$ cat src/rtl/core/sof_pkg.sv
// types, constants and the log2 fraction table function of the snr factor block
// no dependencies
`default_nettype none

package sof_pkg;

  localparam int unsigned PWR_W   = 32;
  localparam int unsigned FAC_W   = 16;
  localparam int unsigned ADDR_W  = 5;

  localparam logic [2:0] REG_STRENGTH   = 3'd0;
  localparam logic [2:0] REG_FACTOR_MIN = 3'd1;
  localparam logic [2:0] REG_FACTOR_MAX = 3'd2;
  localparam logic [2:0] REG_SNR_LOW    = 3'd3;
  localparam logic [2:0] REG_SNR_HIGH   = 3'd4;
  localparam logic [2:0] REG_NOISE_EPS  = 3'd5;

  localparam logic [16:0] STRENGTH_RST   = 17'd32768;
  localparam logic [16:0] STRENGTH_MAX   = 17'd65536;
  localparam logic [15:0] FACTOR_MIN_RST = 16'd4096;
  localparam logic [15:0] FACTOR_MAX_RST = 16'd16384;
  localparam logic [15:0] SNR_LOW_RST    = 16'd0;
  localparam logic [15:0] SNR_HIGH_RST   = 16'd5120;
  localparam logic [15:0] NOISE_EPS_RST  = 16'd1;

  // 10*log10(2) in q.16
  localparam logic [17:0] DB_PER_OCTAVE = 18'd197283;

  localparam logic [1:0] SEL_PEAK   = 2'd0;
  localparam logic [1:0] SEL_MIN    = 2'd1;
  localparam logic [1:0] SEL_INTERP = 2'd2;

  typedef struct packed {
    logic       last;
    logic [1:0] sel;
    logic       neg;
  } sof_side_t;

  // log2(1 + i/2^b) in q0.16, bit by bit through repeated squaring
  function automatic logic [15:0] frac_entry(input int unsigned i, input int unsigned b);
    logic [63:0] x;
    logic [15:0] r;
    x = (64'(64'd1 << b) + 64'(i)) << (31 - b);
    r = '0;
    for (int k = 0; k < 16; k++) begin
      x = (x * x) >> 31;
      r = {r[14:0], 1'b0};
      if (x >= 64'h1_0000_0000) begin
        r[0] = 1'b1;
        x = x >> 1;
      end
    end
    return r;
  endfunction

endpackage

`default_nettype wire

$ cat src/rtl/core/sof_if.sv
// valid/ready channel interfaces for bins in and factors out
// no dependencies
`default_nettype none

interface sof_in_if;
  logic        valid;
  logic        ready;
  logic [31:0] ref_power;
  logic [31:0] noise_power;
  logic        last_bin;
  modport source (output valid, ref_power, noise_power, last_bin, input ready);
  modport sink   (input valid, ref_power, noise_power, last_bin, output ready);
endinterface

interface sof_out_if;
  logic        valid;
  logic        ready;
  logic [15:0] factor;
  logic        last_out;
  modport source (output valid, factor, last_out, input ready);
  modport sink   (input valid, factor, last_out, output ready);
endinterface

`default_nettype wire

$ cat src/rtl/core/snr_oversubtraction_factor.sv
// snr dependent oversubtraction factor, one spectral bin per cycle
// depends on sof_pkg and the channel interfaces in sof_if.sv
//
// in_ch carries one bin per transaction: reference power, noise power and the
// last-bin flag. out_ch returns one transaction per bin: the q4.12 factor and a
// copy of the flag, in input order. registers sit on an apb port (psel..prdata)
// at byte addresses 0,4,..,20; the user must write them only while no bin is in
// flight, and the block does not enforce this. the bin runs through a 25 stage
// pipeline: input capture, leading one search, table index, log2 difference, db
// scaling, snr rounding, threshold compare, one multiply, sixteen one-bit
// stages of the restoring divider and the output register. throughput is one
// bin per cycle; the divider stages set the depth. all stages move together:
// when out_ch holds a transaction that is not taken, the whole pipeline and
// in_ch.ready stall and nothing is lost or repeated. a synchronous reset empties
// the pipeline and restores the register defaults; no clearing pass is needed.
`default_nettype none

module snr_oversubtraction_factor
  import sof_pkg::*;
#(
  parameter int unsigned LOG_TABLE_BITS = 8
) (
  input  wire logic                clk,
  input  wire logic                rst_n,
  sof_in_if.sink                   in_ch,
  sof_out_if.source                out_ch,
  input  wire logic                psel,
  input  wire logic                penable,
  input  wire logic                pwrite,
  input  wire logic [ADDR_W-1:0]   paddr,
  input  wire logic [31:0]         pwdata,
  output logic      [31:0]         prdata,
  output logic                     pready
);

  localparam int unsigned TBL_SIZE = 1 << LOG_TABLE_BITS;
  localparam int unsigned DIV_N    = 16;

  logic [15:0] frac_tbl [TBL_SIZE];
  for (genvar g = 0; g < TBL_SIZE; g++) begin : g_tbl
    assign frac_tbl[g] = frac_entry(g, LOG_TABLE_BITS);
  end

  // configuration
  logic [16:0] strength_r;
  logic [15:0] fmin_r, fmax_r, low_r, high_r, eps_r;
  logic        wr_en;
  logic [2:0]  wr_idx;

  assign pready = 1'b1;
  assign wr_en  = psel && penable && pwrite;
  assign wr_idx = paddr[4:2];

  always_ff @(posedge clk) begin
    if (!rst_n) begin
      strength_r <= STRENGTH_RST;
      fmin_r     <= FACTOR_MIN_RST;
      fmax_r     <= FACTOR_MAX_RST;
      low_r      <= SNR_LOW_RST;
      high_r     <= SNR_HIGH_RST;
      eps_r      <= NOISE_EPS_RST;
    end else if (wr_en) begin
      case (wr_idx)
        REG_STRENGTH:   strength_r <= pwdata[16:0];
        REG_FACTOR_MIN: fmin_r     <= pwdata[15:0];
        REG_FACTOR_MAX: fmax_r     <= pwdata[15:0];
        REG_SNR_LOW:    low_r      <= pwdata[15:0];
        REG_SNR_HIGH:   high_r     <= pwdata[15:0];
        REG_NOISE_EPS:  eps_r      <= pwdata[15:0];
        default: ;
      endcase
    end
  end

  always_comb begin
    case (wr_idx)
      REG_STRENGTH:   prdata = {15'd0, strength_r};
      REG_FACTOR_MIN: prdata = {16'd0, fmin_r};
      REG_FACTOR_MAX: prdata = {16'd0, fmax_r};
      REG_SNR_LOW:    prdata = {16'd0, low_r};
      REG_SNR_HIGH:   prdata = {16'd0, high_r};
      REG_NOISE_EPS:  prdata = {16'd0, eps_r};
      default:        prdata = '0;
    endcase
  end

  // peak factor from the registers
  logic        [16:0] st_sat;
  logic signed [34:0] pk_prod;
  logic signed [34:0] pk_q;
  logic signed [17:0] peak_nxt;
  logic        [15:0] peak_r;
  logic signed [16:0] rng_r;

  always_comb begin
    st_sat  = (strength_r > STRENGTH_MAX) ? STRENGTH_MAX : strength_r;
    pk_prod = 35'($signed({1'b0, st_sat}) * ($signed({1'b0, fmax_r}) - $signed({1'b0, fmin_r})));
    pk_q    = pk_prod[34] ? ((pk_prod + 35'sd65535) >>> 16) : (pk_prod >>> 16);
    peak_nxt = $signed({2'b00, fmin_r}) + 18'(pk_q);
  end

  always_ff @(posedge clk) begin
    peak_r <= peak_nxt[15:0];
    rng_r  <= $signed({1'b0, peak_r}) - $signed({1'b0, fmin_r});
  end

  // pipeline
  logic en;
  logic out_vld_r;
  assign en          = !out_vld_r || out_ch.ready;
  assign in_ch.ready = en;

  logic v1_r, v2_r, v3_r, v4_r, v5_r, v6_r, v7_r, v8_r;
  logic l1_r, l2_r, l3_r, l4_r, l5_r, l6_r, l7_r;
  logic [32:0] ref1_r, den1_r, ref2_r, den2_r;
  logic [33:0] den_sum;
  logic [5:0]  pr_nxt, pd_nxt, pr2_r, pd2_r;
  logic        z2_r, z3_r, z4_r, z5_r, z6_r;
  logic [32:0] nr, nd;
  logic [LOG_TABLE_BITS-1:0] ir3_r, id3_r;
  logic [5:0]  pr3_r, pd3_r;
  logic signed [23:0] l4_val_r;
  logic [22:0] labs;
  logic [40:0] mag5_r;
  logic        neg5_r;
  logic [41:0] q_sum;
  logic [17:0] q_raw;
  logic [16:0] q_sat;
  logic signed [15:0] snr_nxt, snr6_r;
  logic signed [16:0] diff_full, d_full;
  logic [1:0]  sel_nxt;
  logic [1:0]  sel7_r;
  logic [15:0] diff7_r, d7_r;
  logic [16:0] rng_abs;
  logic [31:0] num8_r;
  logic [15:0] d8_r;
  sof_side_t   side8_r;

  assign den_sum = 34'(in_ch.noise_power) + 34'(eps_r);

  always_comb begin
    pr_nxt = '0;
    pd_nxt = '0;
    for (int i = 0; i < 33; i++) begin
      if (ref1_r[i]) pr_nxt = 6'(i);
      if (den1_r[i]) pd_nxt = 6'(i);
    end
    nr = ref2_r << (6'd32 - pr2_r);
    nd = den2_r << (6'd32 - pd2_r);
    labs = l4_val_r[23] ? 23'(-l4_val_r) : l4_val_r[22:0];
    q_sum = 42'(mag5_r) + 42'(24'h80_0000);
    q_raw = q_sum[41:24];
    q_sat = (q_raw > 18'd32768) ? 17'd32768 : q_raw[16:0];
    if (neg5_r) snr_nxt = 16'(-$signed({1'b0, q_sat}));
    else        snr_nxt = (q_sat > 17'd32767) ? 16'sd32767 : $signed(q_sat[15:0]);
    diff_full = 17'(snr6_r) - 17'($signed(low_r));
    d_full    = 17'($signed(high_r)) - 17'($signed(low_r));
    if (z6_r || snr6_r <= $signed(low_r)) sel_nxt = SEL_PEAK;
    else if (snr6_r >= $signed(high_r))   sel_nxt = SEL_MIN;
    else                                  sel_nxt = SEL_INTERP;
    rng_abs = rng_r[16] ? 17'(-rng_r) : rng_r;
  end

  always_ff @(posedge clk) begin
    if (!rst_n) begin
      {v1_r, v2_r, v3_r, v4_r, v5_r, v6_r, v7_r, v8_r} <= '0;
    end else if (en) begin
      v1_r <= in_ch.valid;
      v2_r <= v1_r;
      v3_r <= v2_r;
      v4_r <= v3_r;
      v5_r <= v4_r;
      v6_r <= v5_r;
      v7_r <= v6_r;
      v8_r <= v7_r;
    end
  end

  always_ff @(posedge clk) begin
    if (en) begin
      ref1_r   <= {1'b0, in_ch.ref_power};
      den1_r   <= (den_sum[32:0] == '0) ? 33'd1 : den_sum[32:0];
      l1_r     <= in_ch.last_bin;
      ref2_r   <= ref1_r;
      den2_r   <= den1_r;
      pr2_r    <= pr_nxt;
      pd2_r    <= pd_nxt;
      z2_r     <= (ref1_r == '0);
      l2_r     <= l1_r;
      ir3_r    <= nr[31 -: LOG_TABLE_BITS];
      id3_r    <= nd[31 -: LOG_TABLE_BITS];
      pr3_r    <= pr2_r;
      pd3_r    <= pd2_r;
      z3_r     <= z2_r;
      l3_r     <= l2_r;
      l4_val_r <= $signed({2'b00, pr3_r, 16'h0}) - $signed({2'b00, pd3_r, 16'h0})
                + $signed({8'h0, frac_tbl[ir3_r]}) - $signed({8'h0, frac_tbl[id3_r]});
      z4_r     <= z3_r;
      l4_r     <= l3_r;
      mag5_r   <= 41'(labs) * 41'(DB_PER_OCTAVE);
      neg5_r   <= l4_val_r[23];
      z5_r     <= z4_r;
      l5_r     <= l4_r;
      snr6_r   <= snr_nxt;
      z6_r     <= z5_r;
      l6_r     <= l5_r;
      sel7_r   <= sel_nxt;
      diff7_r  <= diff_full[15:0];
      d7_r     <= d_full[15:0];
      l7_r     <= l6_r;
      num8_r   <= 32'(diff7_r) * 32'(rng_abs[15:0]);
      d8_r     <= d7_r;
      side8_r  <= '{last: l7_r, sel: sel7_r, neg: rng_r[16]};
    end
  end

  // restoring divider, one quotient bit per stage
  logic              dv_vld_r  [DIV_N+1];
  logic [31:0]       dv_rem_r  [DIV_N+1];
  logic [15:0]       dv_q_r    [DIV_N+1];
  logic [15:0]       dv_d_r    [DIV_N+1];
  sof_side_t         dv_side_r [DIV_N+1];

  always_comb begin
    dv_vld_r[0]  = v8_r;
    dv_rem_r[0]  = num8_r;
    dv_q_r[0]    = '0;
    dv_d_r[0]    = d8_r;
    dv_side_r[0] = side8_r;
  end

  for (genvar g = 0; g < DIV_N; g++) begin : g_div
    localparam int unsigned K = DIV_N - 1 - g;
    logic [47:0] shd;
    logic        take;
    assign shd  = 48'(dv_d_r[g]) << K;
    assign take = (48'(dv_rem_r[g]) >= shd);

    always_ff @(posedge clk) begin
      if (!rst_n) dv_vld_r[g+1] <= 1'b0;
      else if (en) dv_vld_r[g+1] <= dv_vld_r[g];
    end

    always_ff @(posedge clk) begin
      if (en) begin
        dv_rem_r[g+1]  <= take ? 32'(48'(dv_rem_r[g]) - shd) : dv_rem_r[g];
        dv_q_r[g+1]    <= dv_q_r[g] | (take ? 16'(16'd1 << K) : 16'd0);
        dv_d_r[g+1]    <= dv_d_r[g];
        dv_side_r[g+1] <= dv_side_r[g];
      end
    end
  end

  // final select and clamp
  sof_side_t          fs;
  logic signed [17:0] fac_i;
  logic        [15:0] fac_nxt;
  logic        [15:0] fac_r;
  logic               last_r;

  always_comb begin
    fs = dv_side_r[DIV_N];
    if (fs.neg) fac_i = $signed({2'b00, peak_r}) + $signed({2'b00, dv_q_r[DIV_N]});
    else        fac_i = $signed({2'b00, peak_r}) - $signed({2'b00, dv_q_r[DIV_N]});
    case (fs.sel)
      SEL_PEAK:   fac_nxt = peak_r;
      SEL_MIN:    fac_nxt = fmin_r;
      SEL_INTERP: begin
        if (fac_i < 0)                 fac_nxt = '0;
        else if (fac_i > 18'sd65535)   fac_nxt = 16'hFFFF;
        else                           fac_nxt = fac_i[15:0];
      end
      default:    fac_nxt = peak_r;
    endcase
  end

  always_ff @(posedge clk) begin
    if (!rst_n) out_vld_r <= 1'b0;
    else if (en) out_vld_r <= dv_vld_r[DIV_N];
  end

  always_ff @(posedge clk) begin
    if (en) begin
      fac_r  <= fac_nxt;
      last_r <= fs.last;
    end
  end

  assign out_ch.valid    = out_vld_r;
  assign out_ch.factor   = fac_r;
  assign out_ch.last_out = last_r;

endmodule

`default_nettype wire

$ cat src/flat_wrapper.sv
// flat-port wrapper written by rule: the top's interface ports become plain ports
module snr_oversubtraction_factor_flat import sof_pkg::*;
#(
  parameter int unsigned LOG_TABLE_BITS = 8
)
  (clk, rst_n, psel, penable, pwrite, paddr, pwdata, prdata, pready, in_ch_valid, in_ch_ref_power, in_ch_noise_power, in_ch_last_bin, in_ch_ready, out_ch_valid, out_ch_factor, out_ch_last_out, out_ch_ready);
  sof_in_if in_ch_i ();
  sof_out_if out_ch_i ();
  input  wire logic clk;
  input  wire logic rst_n;
  input  wire logic psel;
  input  wire logic penable;
  input  wire logic pwrite;
  input  wire logic [ADDR_W-1:0] paddr;
  input  wire logic [31:0] pwdata;
  output logic      [31:0] prdata;
  output logic pready;
  input wire logic [$bits(in_ch_i.valid)-1:0] in_ch_valid;
  input wire logic [$bits(in_ch_i.ref_power)-1:0] in_ch_ref_power;
  input wire logic [$bits(in_ch_i.noise_power)-1:0] in_ch_noise_power;
  input wire logic [$bits(in_ch_i.last_bin)-1:0] in_ch_last_bin;
  output wire logic [$bits(in_ch_i.ready)-1:0] in_ch_ready;
  output wire logic [$bits(out_ch_i.valid)-1:0] out_ch_valid;
  output wire logic [$bits(out_ch_i.factor)-1:0] out_ch_factor;
  output wire logic [$bits(out_ch_i.last_out)-1:0] out_ch_last_out;
  input wire logic [$bits(out_ch_i.ready)-1:0] out_ch_ready;
  assign in_ch_i.valid = in_ch_valid;
  assign in_ch_i.ref_power = in_ch_ref_power;
  assign in_ch_i.noise_power = in_ch_noise_power;
  assign in_ch_i.last_bin = in_ch_last_bin;
  assign in_ch_ready = in_ch_i.ready;
  assign out_ch_valid = out_ch_i.valid;
  assign out_ch_factor = out_ch_i.factor;
  assign out_ch_last_out = out_ch_i.last_out;
  assign out_ch_i.ready = out_ch_ready;
  snr_oversubtraction_factor #(.LOG_TABLE_BITS(LOG_TABLE_BITS)) u_core (.clk(clk), .rst_n(rst_n), .in_ch(in_ch_i), .out_ch(out_ch_i), .psel(psel), .penable(penable), .pwrite(pwrite), .paddr(paddr), .pwdata(pwdata), .prdata(prdata), .pready(pready));
endmodule
$ cat config.mk
export PLATFORM = sky130hd
export DESIGN_NAME = snr_oversubtraction_factor_flat
export DESIGN_NICKNAME = d
export VERILOG_FILES = /design/src/rtl/core/sof_pkg.sv /design/src/rtl/core/sof_if.sv /design/src/rtl/core/snr_oversubtraction_factor.sv /design/src/flat_wrapper.sv
export SDC_FILE = /design/constraint.sdc
export NUM_CORES = 2
export LEC_CHECK = 0
export BUFFER_PORTS_ARGS = -buffer_cell sky130_fd_sc_hd__buf_2
export CAP_MARGIN = 5
export CORE_ASPECT_RATIO = 1.1
export CORE_MARGIN = 4
export CORE_UTILIZATION = 45
export DETAILED_ROUTE_END_ITERATION = 7
export GPL_TIMING_DRIVEN = 0
export PLACE_DENSITY_LB_ADDON = 0.2
export SYNTH_ARGS = -nofsm -noshare
export SYNTH_HDL_FRONTEND = slang
export SYNTH_SLANG_ARGS = --single-unit
$ cat constraint.sdc
create_clock -name clk -period 119.8 [get_ports clk]
set_input_delay 5.99 -clock clk [delete_from_list [all_inputs] [get_ports clk]]
set_output_delay 5.99 -clock clk [all_outputs]
set_load 0.02 [all_outputs]
# Yosys cells after proc, flatten, opt, wreduce, memory -nomap -nowiden
# Memory sizes are Yosys's and may differ from the RTL's.
# Cells that the tools add are included.
# totals
register_bits	1562
rom_bits	8192
inputBits	109
output_inout_bits	52
elab_cells	385
n_memories	2
# classes
addsub	33
n_mul	3
magnitude_cmp	25
n_eq_ne	7
shifts	2
mux	109
bitwise	17
n_reduce_logical	19
# mem_list
name	words	width	rd	rd_clocked_by_memory_dff	write_ports	line	source
(name not given)	256	16	1	0	0	snr_oversubtraction_factor.sv:197	+ $signed({8'h0, frac_tbl[ir3_r]}) - $signed({8'h0, frac_tbl[id3_r]});
(name not given)	256	16	1	0	0	snr_oversubtraction_factor.sv:197	
# ops
operator	n
$mux W32	15
$or A16 B16 Y16	15
$mux W16	11
$pmux W17 S6	1
$mux W4	25
$mux W5	17
$logic_not A33 Y1	2
$sub A16 B16 Y17	3
$add A41 B24 Y42 const B	1
$mul A23 B18 Y41 const B	1
$mux W3	13
$mul A18 B17 Y35	1
$mux W17	2
$add A32 B16 Y33	1
$shl A33 B6 Y32	1
$add A32 B17 Y32 const B	1
$ge A32 B16 Y1	1
$ge A32 B17 Y1	1
$ge A32 B18 Y1	1
$ge A32 B19 Y1	1
$ge A32 B20 Y1	1
$ge A32 B21 Y1	1
$ge A32 B22 Y1	1
$ge A32 B23 Y1	1
other kinds (73)	97

# Longest topological paths before layout
# depth
word_depth	31
ltp_mapped	50
depth_no_buf	48

# Worst setup path after synthesis
# No wires, ideal clock.
# synth_timing
kind	input-to-output
start	in out_ch_ready
end	out in_ch_ready
t_arrival_ps	40578
required_ps	113810
slack_ps	73232
cell_stages	4
n_path_buf	2
path_cell_list	nor2b_1 -> clkbuf_1 -> inv_2 -> clkbuf_1
# synth_via
elab_chain_len	1
# synth_rtl
item	line	source
from (decl)	flat_wrapper.sv:26	input wire logic [$bits(out_ch_i.ready)-1:0] out_ch_ready;
$logic_or A1 B1 Y1	snr_oversubtraction_factor.sv:110	assign en = !out_vld_r || out_ch.ready;
to (decl)	flat_wrapper.sv:22	output wire logic [$bits(in_ch_i.ready)-1:0] in_ch_ready;
# Every way passes these cells.

# Final worst setup path
# layout_timing
start	in paddr[4]
end	out prdata[13]
# layout_via
elab_chain_len	2
# layout_rtl
item	line	source
from (decl)	flat_wrapper.sv:14	input wire logic [ADDR_W-1:0] paddr;
$eq A3 B3 Y1 (tied with other cells)	snr_oversubtraction_factor.sv:76	case (wr_idx)
$pmux W17 S6 *	snr_oversubtraction_factor.sv:76	
to (decl)	flat_wrapper.sv:16	output logic [31:0] prdata;
# Every way passes the cells marked *; elsewhere a longest branch is shown, timed or not.

==> metrics.csv <==
metric,value,unit
status,"complete, no violations",
yosys.area.top_type,edfxtp_1,
avgSynthCellArea,9.97,µm²
first_pass_iters,6,
path_class,in2out,
postCtsHoldBufs,0,
min_path_type,reg2reg,
grt_pass1_vias,80200,
first_iter_violations,6555,
cap_violations,0,
grt_usage,26.9,%
start_util,45.3,%
ant_nets,0,
finClkSkew,0.0566,ns
worstPathRequired,113.81,ns
nets,12400,
io_buffers,125,
mostFrequentLayoutCells,"1261 x edfxtp_1, 1240 x inv_1, 1115 x nand2_1",
die_w,468,µm
synth_seq_cells,1416,
ctsResizeCount,0,
rows,185,
vias_per_cell,5.74,
worst_slew_pin_slew,1.34,ns
finalHoldViolCount,0,
grt.overflow.total,0,
ys_warn_count,0,
crit_arrival,8.39,ns
finalMaxSlewViolations,0,
cts_max_path_buffers,3,
async_reset_ff_share,0,%
cts_buffers,157,
synth_area,105000,µm²
wl,329,mm
slowest_stage,nor3b_1,
die_area,241000,µm²
critPathMaxFanout,10,
vias,80700,
clock-sinks,1416,
ff2ff_setup_slack,105.81,ns
drive_gt1_share,5.46,%
ys_top_cells_by_area,"edfxtp_1 36%, ha_1 11%, fa_1 10%",
ios,161,
worst_setup_path_end_kind,output pin,
critical_path.top_delay_family,simple AND/OR/NAND/NOR gates,
grt_pass1_wl,496,mm
slowest_delay,1.01,ns
syn_inst,10500,
layout_commonest_cell,edfxtp_1,
synth_top_flop_cell,edfxtp_1,
core_area,231000,µm²
cts_setup_buffers,0,
route.detailed.drc,0,
ys_seq_area_share,39.1,%
clock_tree.root_cell,clkbuf_16,
gp_congestion,1.00,
cts_htree_levels,4,
fin_setup_tns,0,ns
antenna_found_initial,5,
critical_path.cell_chain,"buf_2, nor3b_1, clkbuf_1, a22oi_1, nand3_1, buf_2",
grt_setup_unrepaired,false,
relSlewSlack,10.3,%
critPathMostFrequentCell,buf_2,
cts_tree,done,
insertion_delay,0.83,ns
setup_viol,0,
yosys.area.top_type_share,36.1,%
clk_pin_slew,0.06,ns
ys_types,93,
critPathBufInv,3,
period_share,12.0,%
area_growth,10.2,%
startpoint_type,input port,
die_h,514,µm
grt_max_degree,74,
max_freq,69.5,MHz
hpwl,256,mm
min_period,14.38,ns
wire_per_inst,23.4,µm
synth_edf_count,1261,
## flip-flops by register name, summed over array words and instances, names as in the netlist, 17 cells and up
register and cells:
u_core.dv_rem_r 480, u_core.dv_d_r 240, u_core.dv_q_r 136, u_core.dv_side_r 68, u_core.den1_r 33, u_core.den2_r 32, u_core.num8_r 32, u_core.ref1_r 32
u_core.ref2_r 32, u_core.l4_val_r 24, u_core.mag5_r 18, u_core.rng_r 17, u_core.strength_r 17
## logic make-up (layout without fill, tap and decap cells)
group / count (synthesis) / after routing / share of synthesized area, %
AO/OA/AOI/OAI: 2213 / 2213 / 13.4
XOR/XNOR: 536 / 536 / 4.48
adder cells (fa/ha/maj): 1424 / 1424 / 20.7
buffers and inverters: 1652 / 2092 / 5.99
flip-flops: 1416 / 1416 / 39.1
multiplexers: 172 / 172 / 2.51
other: 2 / 20 / 0.00716
AND/OR/NAND/NOR: 3097 / 3097 / 13.8
## cells in the mapped netlist, types with 45 or more instances
master    instances
a21oi_1         594
nor2_1          777
o21ai_0         537
o31ai_1          72
fa_1            524
nand2b_1         96
dfxtp_1         155
a21boi_0        176
and2_1          115
o211ai_1         65
nand3_1         184
ha_1            900
mux4_2           68
a21o_1          114
inv_1          1240
nor4_1           84
a211oi_1        107
mux2i_1          60
buf_1            46
a22oi_1          54
nand2_1        1115
xnor2_1         328
o21bai_1         54
nand4_1          68
and3_1           45
clkbuf_1        339
edfxtp_1       1261
nor2b_1         158
xor2_1          208
a31oi_1          80
or3_1            69
nor3_1          204
o21a_1           63
## per-stage QoR
| stage | hold WS [ns] | cells | utilization [%] | setup slack, ns | area, µm² |
|---|---|---|---|---|---|
| floorplan | 0.400 | 10500 | - | 73.23 | 105000 |
| global placement | 0.400 | 13700 | 47.2 | 57.32 | 109000 |
| detailed placement | 0.405 | 13800 | 47.5 | 105.52 | 110000 |
| CTS | 0.389 | 14100 | 49.9 | 105.51 | 116000 |
| global route | 0.395 | 14100 | 49.9 | 104.69 | 116000 |
| finish | 0.388 | 14100 | 49.9 | 105.42 | 116000 |
## worst paths after layout
| kind | start | endpoint | cells after the start |
|---|---|---|---|
| hold reg to reg | u_core.dv_side_r[22]$_DFFE_PP_ | u_core.dv_side_r[18]$_DFFE_PP_ | 0 |
| setup reg to reg | u_core.fmin_r[2]$_SDFFE_PN0P_ | u_core.peak_r[14]$_DFF_P_ | 48 |
| setup / recovery | paddr[4] | prdata[13] | 6 |
| hold / removal | u_core.dv_side_r[22]$_DFFE_PP_ | u_core.dv_side_r[18]$_DFFE_PP_ | 0 |
## cell type report
cell class	instances	area [µm²]
timing repair buffer	148	1200
multi-input combinational	7458	57600
sequential	1416	41000
antenna	4	10.0
clock inverter	107	1470
inverter	1247	4680
tap	3085	3860
clock buffer	185	4140
fill	21100	116000
buffer	405	1600
## per-layer routing
| metal | wire length, µm | global-route usage (%) |
|---|---|---|
| met1 | 137000 | 35.0 |
| met2 | 156000 | 44.6 |
| met3 | 18200 | 3.77 |
| met4 | 16700 | 12.1 |
| met5 | 12 | 0 |
## worst reg2reg max path, delay by kind of cell, from the launching register on
family                   cells  cell delay (ns)
XOR/XNOR                     3             1.15
adder cells (fa/ha/maj)     10             4.52
AO/OA/AOI/OAI               22             5.51
flip-flops                   1             0.67
AND/OR/NAND/NOR              5             0.87
buffers and inverters        8             1.18
Power is not shown: default switching activity piles up to over one toggle a cycle in this logic, so the estimate is an artifact.
